==> src/hw/rtl/smstep_pkg.sv <==
// ----------------------------------------------------------------------------
// smstep_pkg
// Shared constants, opcode and status codes, state and control types for the
// stack machine step engine.
// ----------------------------------------------------------------------------
package smstep_pkg;

	localparam int STACK_DEPTH = 256;
	localparam int SP_W        = $clog2(STACK_DEPTH);
	localparam int DEPTH_W     = SP_W + 1;
	localparam int CALL_DEPTH  = 64;
	localparam int CP_W        = $clog2(CALL_DEPTH);
	localparam int CDEPTH_W    = CP_W + 1;
	localparam int PROG_DEPTH  = 1024;
	localparam int PA_W        = $clog2(PROG_DEPTH);
	localparam int PLEN_W      = 11;
	localparam int OP_W        = 5;
	localparam int WORD_W      = 64;
	localparam int ST_W        = 3;

	typedef enum logic [OP_W-1:0] {
		OP_NOP   = 5'd0,
		OP_HALT  = 5'd1,
		OP_PUSH  = 5'd2,
		OP_POP   = 5'd3,
		OP_COPY  = 5'd4,
		OP_SWAP  = 5'd5,
		OP_ADD_I = 5'd6,
		OP_SUB_I = 5'd7,
		OP_MUL_I = 5'd8,
		OP_DIV_I = 5'd9,
		OP_ADD_U = 5'd10,
		OP_SUB_U = 5'd11,
		OP_MUL_U = 5'd12,
		OP_DIV_U = 5'd13,
		OP_EQ    = 5'd14,
		OP_NE    = 5'd15,
		OP_GT_I  = 5'd16,
		OP_GE_I  = 5'd17,
		OP_LT_I  = 5'd18,
		OP_LE_I  = 5'd19,
		OP_GT_U  = 5'd20,
		OP_GE_U  = 5'd21,
		OP_LT_U  = 5'd22,
		OP_LE_U  = 5'd23,
		OP_JMP   = 5'd24,
		OP_JNZ   = 5'd25,
		OP_CALL  = 5'd26,
		OP_RET   = 5'd27
	} op_t;

	typedef enum logic [ST_W-1:0] {
		ST_OK      = 3'd0,
		ST_IPOVF   = 3'd1,
		ST_OVER    = 3'd2,
		ST_UNDER   = 3'd3,
		ST_COVER   = 3'd4,
		ST_CUNDER  = 3'd5,
		ST_ILLEGAL = 3'd6,
		ST_DIVZERO = 3'd7
	} stat_t;

	typedef enum logic [3:0] {
		S_IDLE,
		S_FETCH,
		S_DECODE,
		S_EXEC,
		S_MD,
		S_WR2,
		S_TOP,
		S_TOPL,
		S_DONE
	} state_t;

	typedef struct packed {
		logic accept;
		logic fetch;
		logic decode;
		logic exec;
		logic md_start;
		logic md_commit;
		logic wr2;
		logic stk_rd;
		logic top_latch;
		logic out_load;
	} ctrl_cmd_t;

	typedef struct packed {
		logic is_step;
		logic ip_fault;
		logic chk_err;
		logic md_op;
		logic div_zero;
		logic is_swap;
		logic md_done;
		logic out_free;
	} dp_sts_t;

endpackage

==> src/hw/rtl/smstep_ctrl.sv <==
// ----------------------------------------------------------------------------
// smstep_ctrl
// Controller: sequences fetch, decode, execute, multiply/divide wait, second
// swap write, top-of-stack refresh and result hand-off.
// ----------------------------------------------------------------------------
module smstep_ctrl (
	input  logic                  clk,
	input  logic                  arst_n,
	input  logic                  in_valid,
	output logic                  in_ready,
	input  smstep_pkg::dp_sts_t   sts,
	output smstep_pkg::ctrl_cmd_t ctl
);

	smstep_pkg::state_t state_q;
	smstep_pkg::state_t state_d;

	always_ff @(posedge clk or negedge arst_n) begin
		if (!arst_n)
			state_q <= smstep_pkg::S_IDLE;
		else
			state_q <= state_d;
	end

	always_comb begin
		state_d = state_q;
		unique case (state_q)
			smstep_pkg::S_IDLE:
				if (in_valid)
					state_d = (sts.is_step && !sts.ip_fault) ? smstep_pkg::S_FETCH
					                                          : smstep_pkg::S_DONE;
			smstep_pkg::S_FETCH:  state_d = smstep_pkg::S_DECODE;
			smstep_pkg::S_DECODE: state_d = sts.chk_err ? smstep_pkg::S_DONE : smstep_pkg::S_EXEC;
			smstep_pkg::S_EXEC: begin
				if (sts.div_zero)
					state_d = smstep_pkg::S_DONE;
				else if (sts.md_op)
					state_d = smstep_pkg::S_MD;
				else if (sts.is_swap)
					state_d = smstep_pkg::S_WR2;
				else
					state_d = smstep_pkg::S_TOP;
			end
			smstep_pkg::S_MD:   if (sts.md_done) state_d = smstep_pkg::S_TOP;
			smstep_pkg::S_WR2:  state_d = smstep_pkg::S_TOP;
			smstep_pkg::S_TOP:  state_d = smstep_pkg::S_TOPL;
			smstep_pkg::S_TOPL: state_d = smstep_pkg::S_DONE;
			smstep_pkg::S_DONE: if (sts.out_free) state_d = smstep_pkg::S_IDLE;
			default:            state_d = smstep_pkg::S_IDLE;
		endcase
	end

	always_comb begin
		ctl      = '0;
		in_ready = 1'b0;
		unique case (state_q)
			smstep_pkg::S_IDLE: begin
				in_ready   = 1'b1;
				ctl.accept = in_valid;
			end
			smstep_pkg::S_FETCH: ctl.fetch = 1'b1;
			smstep_pkg::S_DECODE: begin
				ctl.decode = 1'b1;
				ctl.stk_rd = 1'b1;
			end
			smstep_pkg::S_EXEC: begin
				ctl.exec     = 1'b1;
				ctl.md_start = sts.md_op && !sts.div_zero;
			end
			smstep_pkg::S_MD:   ctl.md_commit = sts.md_done;
			smstep_pkg::S_WR2:  ctl.wr2 = 1'b1;
			smstep_pkg::S_TOP:  ctl.stk_rd = 1'b1;
			smstep_pkg::S_TOPL: ctl.top_latch = 1'b1;
			smstep_pkg::S_DONE: ctl.out_load = sts.out_free;
			default:            ctl = '0;
		endcase
	end

endmodule

==> config.mk <==
export PLATFORM = sky130hd
export DESIGN_NAME = smstep_ctrl
export DESIGN_NICKNAME = d
export VERILOG_FILES = /design/src/hw/rtl/smstep_pkg.sv /design/src/hw/rtl/smstep_ctrl.sv
export SDC_FILE = /design/constraint.sdc
export NUM_CORES = 1
export LEC_CHECK = 0
export BUFFER_PORTS_ARGS = -buffer_cell sky130_fd_sc_hd__buf_2
export CELL_PAD_IN_SITES_DETAIL_PLACEMENT = 0
export CELL_PAD_IN_SITES_GLOBAL_PLACEMENT = 1
export CORE_MARGIN = 1.5
export CORE_UTILIZATION = 30
export CTS_CLUSTER_SIZE = 28
export DETAILED_ROUTE_END_ITERATION = 10
export PLACE_DENSITY_LB_ADDON = 0.1
export SYNTH_ARGS = -nofsm -noshare
export SYNTH_HDL_FRONTEND = slang
export SYNTH_SLANG_ARGS = --single-unit
==> constraint.sdc <==
create_clock -name clk -period 2.8 [get_ports clk]
set_input_delay 0.28 -clock clk [delete_from_list [all_inputs] [get_ports clk]]
set_output_delay 0.28 -clock clk [all_outputs]
set_load 0.005 [all_outputs]
=== Word-level counts from Yosys, hierarchy flattened ===
Index checks and enable logic that the tools add are counted.
Widths: inputs -> output; s select.

* Equal/unequal tests: 11
* Multiplexer cells: 19
* Reduce and logical (&&, ||, !) cells: 7

{| class="wikitable"
|+ Operators by type and width
! operator !! count
|-
| $pmux 4 s9 || 1
|-
| $mux 4 || 6
|-
| $eq 4x3->1 const B || 4
|-
| $mux 1 || 9
|-
| $eq 4x2->1 const B || 2
|-
| $mux 2 || 3
|-
| $ne 2x2->1 const B || 3
|-
| $eq 4x1->1 const B || 1
|-
| $eq 4x4->1 const B || 1
|-
| $logic_not 4->1 || 1
|-
| $reduce_and 3->1 || 1
|-
| $logic_and 1x1->1 || 2
|-
| $logic_not 1->1 || 2
|-
| $reduce_or 2->1 || 1
|}

* Register bits after elaboration: 4
* Input bits: 11
* Output and inout port bits: 11
* Word-level logic and storage cells: 38

=== Longest topological paths before layout ===
* Depth in word-level cells: 5
* Depth in mapped cells: 4
* Depth with buffers taken out: 3

=== Worst setup path before layout ===
OpenSTA, ideal clock, no wires.

* Path type: reg2out
* Start: reg state_q[1]
* End: out ctl[9] (netlist name)
* Arrival time: 1056 ps
* Required time: 2520 ps
* Setup slack: 1464 ps
* Cell stages (with the launch flop): 4
* Cells stage by stage: dfrtp_1 -> buf_6 -> nor4_2 -> and2_1

{| class="wikitable"
|+ RTL lines
! element !! RTL line !! text
|-
| start: declaration || smstep_ctrl.sv:15 || <nowiki>smstep_pkg::state_t state_q;</nowiki>
|-
| start signal: assignment || smstep_ctrl.sv:20 || <nowiki>state_q <= smstep_pkg::S_IDLE;</nowiki>
|-
| start signal: assignment || smstep_ctrl.sv:22 || <nowiki>state_q <= state_d;</nowiki>
|-
| end: declaration || smstep_ctrl.sv:12 || <nowiki>output smstep_pkg::ctrl_cmd_t ctl</nowiki>
|}

==> flow_summary.toml <==
[run_status]
status = "finished, final reports clean"

[global_routing]
grt_first_pass_wirelength_um = 1320
grt-ovfl-total = 0
grt_usage_pct = 12.9
antenna_found_initial = 0
grt_max_degree = 14
grt_pass1_vias = 334

[cts]
clock-root-buffer = "clkbuf_4"
cts_hold_buf = 1
cts_max_path_buffers = 2
cts_resized = 0
post_cts_buffers = 0
insertion_delay_ns = 0.23
cts.reportedPaths.clkPinSlew_ns = 0.03
htreeDepth = 1
cts_tree = "built"
cts_sinks = 4
cts_buffers = 3

[critical_path]
regToRegEndpoint = "state_q[3]"
end_kind = "output port"
critPathLaunchType = "register"
cp.required_ns = 2.52
r2r_cells = 3
critical_path_class = "register to output port"
cp_max_fo = 12
r2r-start = "state_q[0]"
arrival_ns = 1.42
r2r_setup_slack_ns = 1.38

[logic_synthesis]
synth_top_area_share_pct = 24.9
synth_area_sq_um = 402
syn-num-nets = 61
ys.flop_type = "dfrtp_1"
synth-edff-count = 0
syn-instance-count = 50
yosysTopAreaCell = "dfrtp_1"
syn_avg_cell_area_sq_um = 8.03
ys_types = 29
ys_ff_latch = 4
synth.top_cells.by_area = "dfrtp_1, nor2_1, mux2i_1"
seq_area_frac_synth_pct = 24.9
synth_warnings = 0
synthArstFlopShare_pct = 100

[final_layout]
n_antenna_cell = 0
mostFrequentLayoutCells = "buf_2, nor2_1, nand2_1, dfrtp_1"
regArea_sq_um = 100
top_register = "state_q"
fin_nets = 84
fill_cells = 147
stdcell_count = 86
final_common_cell = "buf_2"
largest_register_ffs = 4
top_regs = "state_q x4"
drive_gt1_share_pct = 38.0
syn_to_final_growth_pct = 31.2
multiInputGateArea_sq_um = 259

[power]
power_density_mw_per_mm2 = 531
pwr-share-seq_pct = 34.5
power_frac_clock_pct = 23.8
internal-power_uw = 181
p_switching_uw = 98.7
power.total_uw = 280
peakVddDrop_mv = 0.256
leakagePower_nw = 0.272
swShare_pct = 35.3
p_comb_share_pct = 41.6

[placement]
gp_congestion = 0.766
io_buffers = 21
dp_hpwl_um = 708
dpl.cell_count = 82

[sta]
skew_ns = 0.000462
fmax_mhz = 588
min_period_ns = 1.70
worst_pin_slew_ns = 0.402
rsz0062_at_grt = "no"
setup_violations = 0
drv_slew = 0
hold_viol = 0
fin_setup_tns_ns = 0
period_share_pct = 60.7
relSlewSlack_pct = 73.2

[die]
die_area_sq_mm = 0.00157
die_h_um = 39.6
rows = 13
start_util_pct = 31.7
pin_count = 22
core_area_sq_mm = 0.00127
fp.dieW_um = 39.6

[routing]
vias_per_cell = 4.90
drt_iter0_drc = 7
totalWireLength_um = 860
drc_errors = 0
drt-pass1-iter-count = 4
vias = 421
wl_per_cell_um = 10.0
route.antenna.remaining_nets = 0

[hold_path]
hold_path_class = "input pin to register"
worstHoldStart = "sts[6]"
whs_endpoint = "state_q[0]"
min_delay_path_depth = 3

[job]
cap_violations = 0
[cell families after synthesis]
family	after synthesis	synth area share, %
buf+inv	7	10.6
mux	2	4.98
simple gates	27	42.1
flops	4	24.9
compound gates	10	17.4
[stage by stage]
step / setup WS, ns / utilization [%] / hold slack, ns / instance area (sq um)
final: 1.10 / 41.5 / 0.358 / 527
after floorplan: 1.46 / - / -0.0156 / 402
after detailed placement: 1.33 / 39.0 / 0.0857 / 494
after global routing: 0.932 / 41.5 / 0.365 / 527
after CTS: 1.07 / 41.5 / 0.361 / 527
after global placement: 1.30 / 39.0 / 0.0876 / 494
[synth_stat cells, types with 2 or more instances]
library cell  number
and2_1             2
o21ai_0            2
nand2_1            4
a21oi_1            2
mux2i_1            2
inv_1              3
nor2_1             7
nand3b_1           2
nand2b_1           2
buf_4              2
dfrtp_1            4
[worst max-delay path, cell delays in order (launching register included)]
cell and delay (ns):
dfrtp_1 0.50, nor4_2 0.42, and2_1 0.18, buf_2 0.10
[power groups by stage]
| stage | Combinational (mW) | Sequential [mW] | Clock, mW |
|---|---|---|---|
| floorplan | 0.108 | 0.0743 | 0 |
| global placement | 0.120 | 0.0988 | 0 |
| detailed placement | 0.119 | 0.0977 | 0 |
| CTS | 0.120 | 0.0969 | 0.0692 |
| global route | 0.134 | 0.101 | 0.0750 |
| finish | 0.117 | 0.0966 | 0.0667 |
[cell type report]
| cell class | instances | area share [%] |
|---|---|---|
| Sequential cell | 4 | 19.0 |
| Clock buffer | 3 | 4.28 |
| Multi-Input combinational cell | 39 | 49.2 |
| Timing Repair Buffer | 22 | 21.9 |
| Inverter | 3 | 2.14 |
| Tap cell | 15 | 3.56 |
[worst max-delay path by stage]
stage | endpoint | depth (start not counted) | start | slack [ns]
5_1_grt | ctl[9] | 3 | state_q[0] | 0.93
2_1_floorplan | ctl[9] | 3 | state_q[1] | 1.46
6_report | ctl[9] | 3 | state_q[0] | 1.10
4_1_cts | ctl[9] | 3 | state_q[0] | 1.07
3_5_place_dp | ctl[9] | 3 | state_q[0] | 1.33
3_3_place_gp | ctl[9] | 3 | state_q[0] | 1.30
[metal layers]
layer	vias up	share of wire, %	wire length [um]	track usage [%]
met4	0	0	0	5.17
li1	219	-	-	-
met1	187	48	412	16.2
met2	15	45	391	20.5
met3	0	6.5	56	3.41
met5	-	0	0	0
(Power assumes the default switching activity.)
